### config.mk
export PLATFORM = sky130hd
export DESIGN_NAME = eight_channel_sample_mixer_unit
export DESIGN_NICKNAME = d
export VERILOG_FILES = /design/src/rtl/ecsm_pkg.sv /design/src/rtl/ecsm_lane.sv /design/src/rtl/ecsm_merge.sv /design/src/rtl/eight_channel_sample_mixer_unit.sv
export SDC_FILE = /design/constraint.sdc
export NUM_CORES = 2
export LEC_CHECK = 0
export ABC_AREA = 0
export BUFFER_PORTS_ARGS = -buffer_cell sky130_fd_sc_hd__buf_4
export CAP_MARGIN = 20
export CORE_MARGIN = 2
export CORE_UTILIZATION = 50
export DETAILED_ROUTE_END_ITERATION = 8
export PLACE_DENSITY_LB_ADDON = 0.08
export RECOVER_POWER = 50
export SYNTH_ARGS = -nofsm -noshare
export SYNTH_HDL_FRONTEND = slang
export SYNTH_SLANG_ARGS = --single-unit
### constraint.sdc
create_clock -name clock -period 11.4 [get_ports clock]
set_clock_uncertainty 0.1 [all_clocks]
set_input_delay 1.14 -clock clock [delete_from_list [all_inputs] [get_ports clock]]
set_output_delay 1.14 -clock clock [all_outputs]
set_load 0.05 [all_outputs]
### src/rtl/ecsm_pkg.sv
package ecsm_pkg;

   localparam int MaxLanes    = 8;
   localparam int NumChannels = 8;

   localparam int ByteW   = 8;
   localparam int LenW    = 16;
   localparam int PosW    = 32;
   localparam int StepW   = 18;
   localparam int OffW    = 16;
   localparam int SumW    = 11;  // eight signed bytes
   localparam int CountW  = 4;
   localparam int RecipW  = 17;
   localparam int RecipSh = 16;

   localparam int ReqDataW = 88;  // 83 bits of fields, padded to bytes
   localparam int RspDataW = 152;
   localparam int CsrDataW = StepW;

   localparam logic [LenW-1:0]  HeaderBytes = 16'd8;
   localparam logic [OffW-1:0]  DacCmdBits  = 16'h3000;
   localparam logic [StepW-1:0] UnityStep   = 18'h10000;

   // request kinds
   localparam logic CmdStart = 1'b0;
   localparam logic CmdTick  = 1'b1;

   // register indexes
   localparam logic CsrMixerEnabled = 1'b0;
   localparam logic CsrPitchStep    = 1'b1;

   typedef struct packed {
      logic                    hit;     // channel contributed on the last tick
      logic signed [ByteW-1:0] delta;   // byte - 128, zero when no hit
      logic                    active;
      logic [OffW-1:0]         offset;
   } lane_out_type;

   // ceil(2^16 / n): exact floor quotient for dividends up to 1024
   function automatic logic [RecipW-1:0] recip(input logic [CountW-1:0] n);
      logic [RecipW-1:0] r;
      case (n)
         4'd1:    r = 17'd65536;
         4'd2:    r = 17'd32768;
         4'd3:    r = 17'd21846;
         4'd4:    r = 17'd16384;
         4'd5:    r = 17'd13108;
         4'd6:    r = 17'd10923;
         4'd7:    r = 17'd9363;
         4'd8:    r = 17'd8192;
         default: r = '0;
      endcase
      return r;
   endfunction

endpackage

### src/rtl/ecsm_lane.sv
module ecsm_lane #(
   parameter int LANE_INDEX = 0
) (
   input  logic                                clock,
   input  logic                                reset,
   input  logic                                accept,
   input  logic                                cmd,
   input  logic [2:0]                          channel,
   input  logic [ecsm_pkg::LenW-1:0]           sample_length,
   input  logic [ecsm_pkg::ByteW-1:0]          sample_byte,
   input  logic                                mixer_enabled,
   input  logic [ecsm_pkg::StepW-1:0]          pitch_step,
   output ecsm_pkg::lane_out_type              lane_out
);

   localparam logic [2:0] LaneSel = 3'(LANE_INDEX);

   logic [ecsm_pkg::PosW-1:0]          pos_ff, pos_in;
   logic [ecsm_pkg::LenW-1:0]          end_ff, end_in;
   logic                               playing_ff, playing_in;
   logic                               hit_ff, hit_in;
   logic signed [ecsm_pkg::ByteW-1:0]  delta_ff, delta_in;
   logic [ecsm_pkg::OffW:0]            off_sum;

   always_comb begin
      pos_in     = pos_ff;
      end_in     = end_ff;
      playing_in = playing_ff;
      hit_in     = hit_ff;
      delta_in   = delta_ff;
      if (accept) begin
         hit_in   = 1'b0;
         delta_in = '0;
         if (cmd == ecsm_pkg::CmdStart) begin
            if (channel == LaneSel) begin
               pos_in = '0;
               if (sample_length > ecsm_pkg::HeaderBytes) begin
                  end_in     = sample_length - ecsm_pkg::HeaderBytes;
                  playing_in = 1'b1;
               end else begin
                  end_in     = '0;
                  playing_in = 1'b0;
               end
            end
         end else if (mixer_enabled && playing_ff) begin
            if (pos_ff[31:16] < end_ff) begin
               hit_in   = 1'b1;
               // flip the top bit: unsigned byte minus 128
               delta_in = {~sample_byte[7], sample_byte[6:0]};
               pos_in   = pos_ff + {14'd0, pitch_step};
            end else begin
               playing_in = 1'b0;
            end
         end
      end
   end

   always_ff @(posedge clock) begin
      if (reset) begin
         pos_ff     <= '0;
         end_ff     <= '0;
         playing_ff <= 1'b0;
         hit_ff     <= 1'b0;
         delta_ff   <= '0;
      end else begin
         pos_ff     <= pos_in;
         end_ff     <= end_in;
         playing_ff <= playing_in;
         hit_ff     <= hit_in;
         delta_ff   <= delta_in;
      end
   end

   assign off_sum = {1'b0, pos_ff[31:16]} + {1'b0, ecsm_pkg::HeaderBytes};

   always_comb begin
      lane_out.hit    = hit_ff;
      lane_out.delta  = delta_ff;
      lane_out.active = playing_ff;
      lane_out.offset = off_sum[ecsm_pkg::OffW] ? '1 : off_sum[ecsm_pkg::OffW-1:0];
   end

endmodule

### src/rtl/ecsm_merge.sv
module ecsm_merge (
   input  logic                                            clock,
   input  logic                                            reset,
   input  logic                                            accept,
   input  ecsm_pkg::lane_out_type [ecsm_pkg::MaxLanes-1:0] lanes,
   output logic                                            idle,
   output logic                                            rsp_tvalid,
   input  logic                                            rsp_tready,
   output logic [ecsm_pkg::RspDataW-1:0]                   rsp_tdata,
   output logic [0:0]                                      rsp_tuser
);

   localparam logic [1:0] StIdle = 2'd0;
   localparam logic [1:0] StSum  = 2'd1;
   localparam logic [1:0] StMul  = 2'd2;
   localparam logic [1:0] StDone = 2'd3;

   localparam int ProdW = ecsm_pkg::SumW + ecsm_pkg::RecipW;

   logic [1:0]                          state_ff, state_in;
   logic [ecsm_pkg::SumW-1:0]           mag_ff, mag_in;
   logic                                neg_ff, neg_in;
   logic [ecsm_pkg::CountW-1:0]         count_ff, count_in;
   logic [ecsm_pkg::SumW-1:0]           quot_ff, quot_in;
   logic                                rsp_valid_ff, rsp_valid_in;
   logic [ecsm_pkg::RspDataW-1:0]       rsp_data_ff, rsp_data_in;
   logic                                rsp_user_ff, rsp_user_in;

   logic signed [ecsm_pkg::SumW:0]      sum;
   logic [ecsm_pkg::CountW-1:0]         count;
   logic signed [ecsm_pkg::SumW:0]      neg_sum;
   logic [ProdW-1:0]                    prod;
   logic signed [ecsm_pkg::SumW+1:0]    mixed;
   logic [ecsm_pkg::ByteW-1:0]          clamped;
   logic                                out_free;

   always_comb begin
      sum   = '0;
      count = '0;
      for (int i = 0; i < ecsm_pkg::MaxLanes; i++) begin
         sum   = sum + (ecsm_pkg::SumW+1)'(lanes[i].delta);
         count = count + ecsm_pkg::CountW'(lanes[i].hit);
      end
      neg_sum = -sum;
   end

   assign prod = ProdW'(mag_ff) * ProdW'(ecsm_pkg::recip(count_ff));

   always_comb begin
      if (neg_ff) begin
         mixed = 13'sd128 - $signed({2'b00, quot_ff});
      end else begin
         mixed = 13'sd128 + $signed({2'b00, quot_ff});
      end
      if (mixed > 13'sd255) begin
         clamped = 8'd255;
      end else if (mixed < 13'sd0) begin
         clamped = 8'd0;
      end else begin
         clamped = mixed[ecsm_pkg::ByteW-1:0];
      end
   end

   assign out_free = !rsp_valid_ff || rsp_tready;

   always_comb begin
      state_in     = state_ff;
      mag_in       = mag_ff;
      neg_in       = neg_ff;
      count_in     = count_ff;
      quot_in      = quot_ff;
      rsp_valid_in = rsp_valid_ff && !rsp_tready;
      rsp_data_in  = rsp_data_ff;
      rsp_user_in  = rsp_user_ff;
      case (state_ff)
         StIdle: begin
            if (accept) begin
               state_in = StSum;
            end
         end
         StSum: begin
            neg_in   = sum[ecsm_pkg::SumW];
            mag_in   = sum[ecsm_pkg::SumW] ? neg_sum[ecsm_pkg::SumW-1:0]
                                           : sum[ecsm_pkg::SumW-1:0];
            count_in = count;
            state_in = StMul;
         end
         StMul: begin
            quot_in  = prod[ecsm_pkg::RecipSh +: ecsm_pkg::SumW];
            state_in = StDone;
         end
         StDone: begin
            // hold the result until the output register is free
            if (out_free) begin
               rsp_valid_in = 1'b1;
               rsp_user_in  = (count_ff != '0);
               rsp_data_in[15:0] = (count_ff != '0)
                  ? (ecsm_pkg::DacCmdBits | {4'd0, clamped, 4'd0}) : '0;
               for (int i = 0; i < ecsm_pkg::MaxLanes; i++) begin
                  rsp_data_in[16 + i]    = lanes[i].active;
                  rsp_data_in[24 + 16*i +: 16] = lanes[i].offset;
               end
               state_in = StIdle;
            end
         end
         default: state_in = StIdle;
      endcase
   end

   always_ff @(posedge clock) begin
      if (reset) begin
         state_ff     <= StIdle;
         rsp_valid_ff <= 1'b0;
      end else begin
         state_ff     <= state_in;
         rsp_valid_ff <= rsp_valid_in;
      end
      mag_ff      <= mag_in;
      neg_ff      <= neg_in;
      count_ff    <= count_in;
      quot_ff     <= quot_in;
      rsp_data_ff <= rsp_data_in;
      rsp_user_ff <= rsp_user_in;
   end

   assign idle       = (state_ff == StIdle);
   assign rsp_tvalid = rsp_valid_ff;
   assign rsp_tdata  = rsp_data_ff;
   assign rsp_tuser  = rsp_user_ff;

endmodule

### src/rtl/eight_channel_sample_mixer_unit.sv
// Channel  Direction  Handshake              Contents
// req      in         req_tvalid/req_tready  tuser: cmd; tdata: channel, length, 8 bytes
// rsp      out        rsp_tvalid/rsp_tready  tuser: sample_valid; tdata: dac, mask, offsets
// csr      in         csr_valid/csr_ready    csr_index, csr_data; always ready
//
// One request at a time: the lanes update at the accepting edge, then the result is worked out
// in steps (sum and count, reciprocal multiply, bias and clamp) into the output register, so no
// new request is taken while one is in flight.
// The next request is taken once the result sits in the output register.
// Reset (synchronous) stops every channel, zeroes positions and disables the mixer.
// A stalled result holds the last stage; nothing is lost.
module eight_channel_sample_mixer_unit #(
   parameter int NUM_CHANNELS = ecsm_pkg::NumChannels
) (
   input  logic                            clock,
   input  logic                            reset,
   input  logic                            req_tvalid,
   output logic                            req_tready,
   // [2:0] channel, [18:3] sample_length, [82:19] sample_byte_0..7, rest zero
   input  logic [ecsm_pkg::ReqDataW-1:0]   req_tdata,
   // [0] cmd
   input  logic [0:0]                      req_tuser,
   output logic                            rsp_tvalid,
   input  logic                            rsp_tready,
   // [15:0] dac_word, [23:16] active_mask, [151:24] fetch_offset_0..7
   output logic [ecsm_pkg::RspDataW-1:0]   rsp_tdata,
   // [0] sample_valid
   output logic [0:0]                      rsp_tuser,
   input  logic                            csr_valid,
   output logic                            csr_ready,
   input  logic [0:0]                      csr_index,
   input  logic [ecsm_pkg::CsrDataW-1:0]   csr_data
);

   logic                                            enabled_ff, enabled_in;
   logic [ecsm_pkg::StepW-1:0]                      step_ff, step_in;
   logic                                            accept;
   logic                                            idle;
   ecsm_pkg::lane_out_type [ecsm_pkg::MaxLanes-1:0] lanes;

   assign csr_ready  = 1'b1;
   assign req_tready = idle;
   assign accept     = req_tvalid && idle;

   always_comb begin
      enabled_in = enabled_ff;
      step_in    = step_ff;
      if (csr_valid) begin
         case (csr_index[0])
            ecsm_pkg::CsrMixerEnabled: enabled_in = csr_data[0];
            ecsm_pkg::CsrPitchStep:    step_in    = csr_data;
            default: ;
         endcase
      end
   end

   always_ff @(posedge clock) begin
      if (reset) begin
         enabled_ff <= 1'b0;
         step_ff    <= ecsm_pkg::UnityStep;
      end else begin
         enabled_ff <= enabled_in;
         step_ff    <= step_in;
      end
   end

   for (genvar c = 0; c < ecsm_pkg::MaxLanes; c++) begin : g_lane
      if (c < NUM_CHANNELS) begin : g_on
         ecsm_lane #(
            .LANE_INDEX (c)
         ) u_lane (
            .clock         (clock),
            .reset         (reset),
            .accept        (accept),
            .cmd           (req_tuser[0]),
            .channel       (req_tdata[2:0]),
            .sample_length (req_tdata[18:3]),
            .sample_byte   (req_tdata[19 + 8*c +: 8]),
            .mixer_enabled (enabled_ff),
            .pitch_step    (step_ff),
            .lane_out      (lanes[c])
         );
      end else begin : g_off
         assign lanes[c] = '0;
      end
   end

   ecsm_merge u_merge (
      .clock      (clock),
      .reset      (reset),
      .accept     (accept),
      .lanes      (lanes),
      .idle       (idle),
      .rsp_tvalid (rsp_tvalid),
      .rsp_tready (rsp_tready),
      .rsp_tdata  (rsp_tdata),
      .rsp_tuser  (rsp_tuser)
   );

endmodule
# Word level (Yosys, flattened, before mapping)
# Memory sizes are Yosys's and may differ from the RTL's. A register that Yosys moved wholly into a read port is not among the register bits.
# Cells that the tools add are included.
[word_totals]
reg_bits = 666
rom_bits = 272
inputBits = 113
output_inout_bits = 156
elab_cells = 329
mem_count = 1
[classes]
n_addsub = 34
multipliers = 1
n_lt_le_gt_ge = 11
n_eq_ne = 36
n_mux = 125
bitwise = 10
n_reduce_logical = 52
[mem_list]
columns = ["name", "words", "word_bits", "rd", "rd_clocked_by_memory_dff", "wr", "line", "text"]
rows = [
  ["(name not given)", 16, 17, 1, 1, 0, "ecsm_pkg.sv:42", "case (n)"],
]
[ops]
columns = ["op", "n"]
rows = [
  ["$mux 32", 32],
  ["$add 32x18->32", 8],
  ["$mux 8", 26],
  ["$add 16x4->17 const B", 8],
  ["$lt 16x16->1", 8],
  ["$reduce_and 4->1", 16],
  ["$add 12x8->12", 5],
  ["$mux 1", 59],
  ["$ne 2x1->1 const B", 17],
  ["$mul 11x17->27", 1],
  ["$add 4x1->4", 6],
  ["$reduce_and 3->1", 8],
  ["$ne 2x2->1 const B", 9],
  ["$gt 16x4->1 const B", 1],
  ["$mux 16", 1],
  ["$reduce_bool 2->1", 8],
  ["$sub 16x4->16 const B", 1],
  ["$mux 14", 1],
  ["$gt 13x9->1 const B", 1],
  ["$lt 13x1->1 const B", 1],
  ["$mux 13", 1],
  ["$add 8x11->12 const A", 1],
  ["$eq 3x3->1 const B", 4],
  ["$sub 8x11->12 const A", 1],
  ["other kinds (20)", 45],
]

# Depth between registers and ports, before layout
[depth]
ltp_word = 9
mapped_depth = 27

# Cells and area by module
# From an unflattened synthesis, not the netlist that was laid out.
[hier_totals]
cells_unflattened = 5535
area_unflattened_um2 = 47918.5
[by_module_without_submodules]
columns = ["mod", "n_inst", "cells_each", "area_per_inst_um2", "seq_area_each_um2"]
rows = [
  ["ecsm_merge", 1, 1169, 13728.2, 5465.2],
  ["ecsm_lane (g_lane[2].g_on.u_lane ...)", 2, 536, 4184.0, 1161.1],
  ["ecsm_lane (g_lane[3].g_on.u_lane)", 1, 536, 4185.3, 1161.1],
  ["ecsm_lane (g_lane[0].g_on.u_lane)", 1, 532, 4184.0, 1161.1],
  ["ecsm_lane (g_lane[5].g_on.u_lane)", 1, 537, 4184.0, 1161.1],
  ["ecsm_lane (g_lane[7].g_on.u_lane)", 1, 540, 4136.5, 1161.1],
  ["ecsm_lane (g_lane[6].g_on.u_lane)", 1, 534, 4132.7, 1161.1],
  ["ecsm_lane (g_lane[1].g_on.u_lane)", 1, 525, 4078.9, 1161.1],
  ["eight_channel_sample_mixer_unit", 1, 90, 920.9, 380.4],
]

# Worst setup path after synthesis
# No wires, ideal clock.
[synth_timing]
kind = "input to register"
from = "in rsp_tready"
to = "reg u_merge.rsp_data_ff (netlist bit u_merge.rsp_tdata[100]) (enable)"
setup_time_ps = 669
arrival_time_ps = 7620
t_required_ps = 10631
setup_slack_ps = 3011
stages = 2
cell_sequence = "nor2b_1 -> nor2b_1"
[synth_via]
elab_chain_len = 2
[synth_rtl]
columns = ["item", "line", "text"]
rows = [
  ["start, declared", "eight_channel_sample_mixer_unit.sv:24", "input logic rsp_tready,"],
  ["$logic_or 1x1->1", "ecsm_merge.sv:64", "assign out_free = !rsp_valid_ff || rsp_tready;"],
  ["$reduce_and 2->1 (no line)", "--", ""],
  ["end signal, assigned", "ecsm_merge.sv:122", "rsp_data_ff <= rsp_data_in;"],
  ["end, declared", "ecsm_merge.sv:26", "logic [ecsm_pkg::RspDataW-1:0] rsp_data_ff, rsp_data_in;"],
]
# Every way passes these cells.
# A chain may end at the register's enable or synchronous reset.

==> key figures <==
GRT
  • Via count of the first global-routing pass: ~34000
  • Total global-route track usage: between 20% and 30%
  • Antenna violations before repair: 3
  • Wire length of the first global-routing pass: ~190 mm
  • Maximum number of pins on one net before global-route repair: slightly below 90
  • Overflow left after global routing: 0

Drt
  • DR DRC count: 0
  • Sum of routed wire length over all layers: roughly 120 mm
  • Routed via count divided by cell count: 5.602
  • Remaining antenna violation count after routing: 0
  • DRT iter0 DRCs: 2505
  • First-pass iteration count of the detailed router: 6
  • Number of vias in the routed layout: 35530
  • Post-detailed-route wirelength per cell: 18.88 um

STA
  • Slew margin rel.: -191.4%
  • Ratio of final minimum period to clock period: between 70 and 80%
  • Final hold viol count: 0
  • Setup repair after global routing missed its margin: false
  • Transition time at the pin with the least slew margin: around 4.4 ns
  • Number of pins with negative max-slew slack in the final report: just under 500
  • Final critical-path required period: a little over 8 ns
  • Number of setup violations in the final report: 0
  • Final setup TNS: 0 ns
  • Achievable Freq: 124.0 MHz

Logic synthesis
  • Fraction of synthesized cell area taken by the top area cell type: roughly 23%
  • Syn. warnings: 0
  • Number of synthesized flops with an enable pin: 172
  • Post-synthesis cell count: roughly 4900
  • Netlist area before placement: around 43000 sq um
  • Post-synth top area cell: dfxtp_1
  • Mapped Avg Cell Area: between 8 and 9 sq um
  • Sequential fraction of the synthesis area: between 30% and 40%
  • Cells taking the most area after synthesis: dfxtp_1 23%, edfxtp_1 12%, ha_1 11%
  • Flop and latch count out of synthesis: 670
  • FFs w/ async S/R, synth: 0%
  • Number of different library cells in the post-synthesis netlist: 92
  • Dominant synthesized flop cell: dfxtp_1

Critical path
  • Max FO, Critical Path: 86
  • Worst setup path class: input pin to flop
  • Number of cells on the worst reg-to-reg path: 20
  • Number of cells on the critical path: 5
  • Delay of the slowest cell on the worst path: 2.95 ns
  • CP required: 11.81 ns
  • Crit path top cell by count: clkbuf_1
  • Critical Path, Cell by Cell: clkbuf_1, clkbuf_1, clkbuf_1, nor3_1, a41o_1
  • Crit start category: input pin
  • Family with the most delay on the worst path: buffers and inverters
  • Slowest library cell on the worst path: clkbuf_1
  • Worst setup EP type: flop
  • CP Buf/Inv Count: 3
  • Arrival time of the worst setup path: roughly 8.5 ns

Hold path
  • Hold Path Depth: 2
  • Type of the tightest min-delay check: flop to flop

Final layout
  • Highest-count cells in the layout ignoring fill and taps: 581 x nand2_1, 498 x dfxtp_1, 496 x a21oi_1
  • Share of layout cells above drive strength 1: under 10%
  • Most common library cell in the layout ignoring fill and taps: nand2_1
  • Synth-to-Final Area Change: 11.41%
  • Count of nets after finishing: about 5800
  • Count of non-filler cells in the finished layout: 6342

Clock network
  • Clk sinks: 670
  • Post-CTS setup buffers: 0
  • Clock slew at the register clock pins of the worst setup and hold paths: approximately 0.060 ns
  • CTS tree: built
  • Maximum root-to-sink buffer count: 3
  • Count of hold buffers inserted by post-cts repair: 0
  • H-tree level count: 3
  • Post-cts resize count: 0
  • Clock latency on the worst-skew pair: between 0.6 and 0.7 ns
  • Number of buffers created by CTS: between 70 and 80
  • CTS root buf: clkbuf_16

Die
  • Die width: between 200 and 300 um
  • Area enclosed by the die boundary: slightly below 90000 sq um
  • Initial Utilization: between 50% and 60%
  • Height of the chip: between 200 and 300 um
  • Placement row count: 107
  • Standard cell core area: between 80000 and 90000 sq um
  • Ports placed on the boundary: ~270

Placed design
  • IO Port Bufs: about 260
  • DP Wirelength: around 87 mm
  • RD Place Congestion: approximately 0.91
  • # placed instances: ~6200

Run status
  • Result of the run: finished, violations left
  • Violations in the final reports: capacitance limit, slew limit

Pwr
  • Largest vdd supply drop: around 0.00015 V
  • LEAKAGE: approximately 0.020 uW
  • Cell Pwr Density: approximately 150 nW/um^2

Flow run
  • Number of violations of the max-capacitance limit: 9
## registers in the layout, indices dropped and copies added, names as in the netlist, named ones only
signal and cells:
g_lane.g_on.u_lane.pos_ff 256, u_merge.rsp_tdata 145, g_lane.g_on.u_lane.end_ff 128, g_lane.g_on.u_lane.delta_ff 64
step_ff 18, u_merge.mag_ff 11, u_merge.quot_ff 11, g_lane.g_on.u_lane.hit_ff 8
g_lane.g_on.u_lane.playing_ff 8, u_merge.count_ff 4, u_merge.state_ff 2, enabled_ff 1
u_merge.neg_ff 1, u_merge.rsp_tvalid 1
## cell usage after synthesis, types with 6 or more instances
library cell  instances
o2111ai_1             9
nand2_1             582
a211oi_1             75
a221oi_1             13
xor2_1               89
a211o_1               9
nand3_1             193
or2_2                14
nor2_1              402
xnor2_1             158
nand3b_1             10
and4_1               13
buf_4                10
ha_1                366
o31ai_1              28
a31o_2               23
o21ai_1               9
and2_1               82
nor3_1               43
mux2i_1              14
nand2b_1             52
buf_1                13
clkbuf_1            167
inv_1               452
a31oi_1              22
nor2b_1              28
o21bai_1             16
buf_2                17
nand4_1              37
edfxtp_1            172
or4_1                18
a21oi_1             497
o21ai_0             173
a21o_1               67
or3_1                65
a2111oi_0             6
nor4_1               18
fa_1                191
dfxtp_1             498
o211ai_1             19
nor3b_1               8
a22oi_1              77
o21a_1               33
and3_1               55
## per-layer routing
layer	wire, um	track usage, %
met5	22	0
met3	7227	3.384
met2	53920	42.66
met4	2631	6.269
met1	55940	37.88
## logic make-up (layout without fill, tap and decap cells)
kind of cell	count (synthesis)	in the layout	share of synthesized area (%)
XOR/XNOR	247	247	5.001
AO/OA/AOI/OAI	1153	1153	16.63
other	2	8	0.01736
buffers and inverters	664	910	5.921
multiplexers	18	18	0.4281
adder cells (fa/ha/maj)	557	557	19.43
flip-flops	670	670	34.99
AND/OR/NAND/NOR	1635	1635	17.59
## metrics by stage
step                      util, %  instance area (sq um)  setup slack [ns]  hold slack [ns]  total power (uW)
after CTS                   57.14                  48800             4.839           0.3545              7329
after detailed placement    54.24                  46330             4.867           0.3463              4867
after floorplan                 -                  43280             3.011           0.3226              4290
after global routing        56.42                  48190             2.833           0.3701              7657
after global placement      54.15                  46250             4.864           0.3420              4827
final                       56.42                  48190             3.335           0.3528              7208
## power breakdown
group	internal (uW)	switching (uW)	total (uW)
clock network	1430	1020	2450
logic	685	1300	1980
registers	2620	157	2780
## worst min-delay path, stage by stage (launching register included)
cell     delay, ns
dfxtp_1       0.31
nand2_1       0.05
a21oi_1       0.05
## final cells by class
cell class              count  area (sq um)
diodes                      1         2.502
clock buffers             115          2242
clock inverters            25         227.7
fillers                  8060         37220
inverters                 454          1704
multi-input cells        3617         25650
flip-flops and latches    670         15130
well taps                1144          1431
repair buffers            316          1803
## final timing paths
kind                              startpoint                               end  slack (ns)
max                                    reset  g_lane[7].g_on.u_lane.pos_ff[16]        3.33
min          g_lane[1].g_on.u_lane.pos_ff[0]   g_lane[1].g_on.u_lane.pos_ff[0]        0.35
max reg2reg                u_merge.mag_ff[3]               u_merge.quot_ff[10]        4.92
min reg2reg  g_lane[1].g_on.u_lane.pos_ff[0]   g_lane[1].g_on.u_lane.pos_ff[0]        0.35
Note: power is estimated with default switching activity, not from simulation.
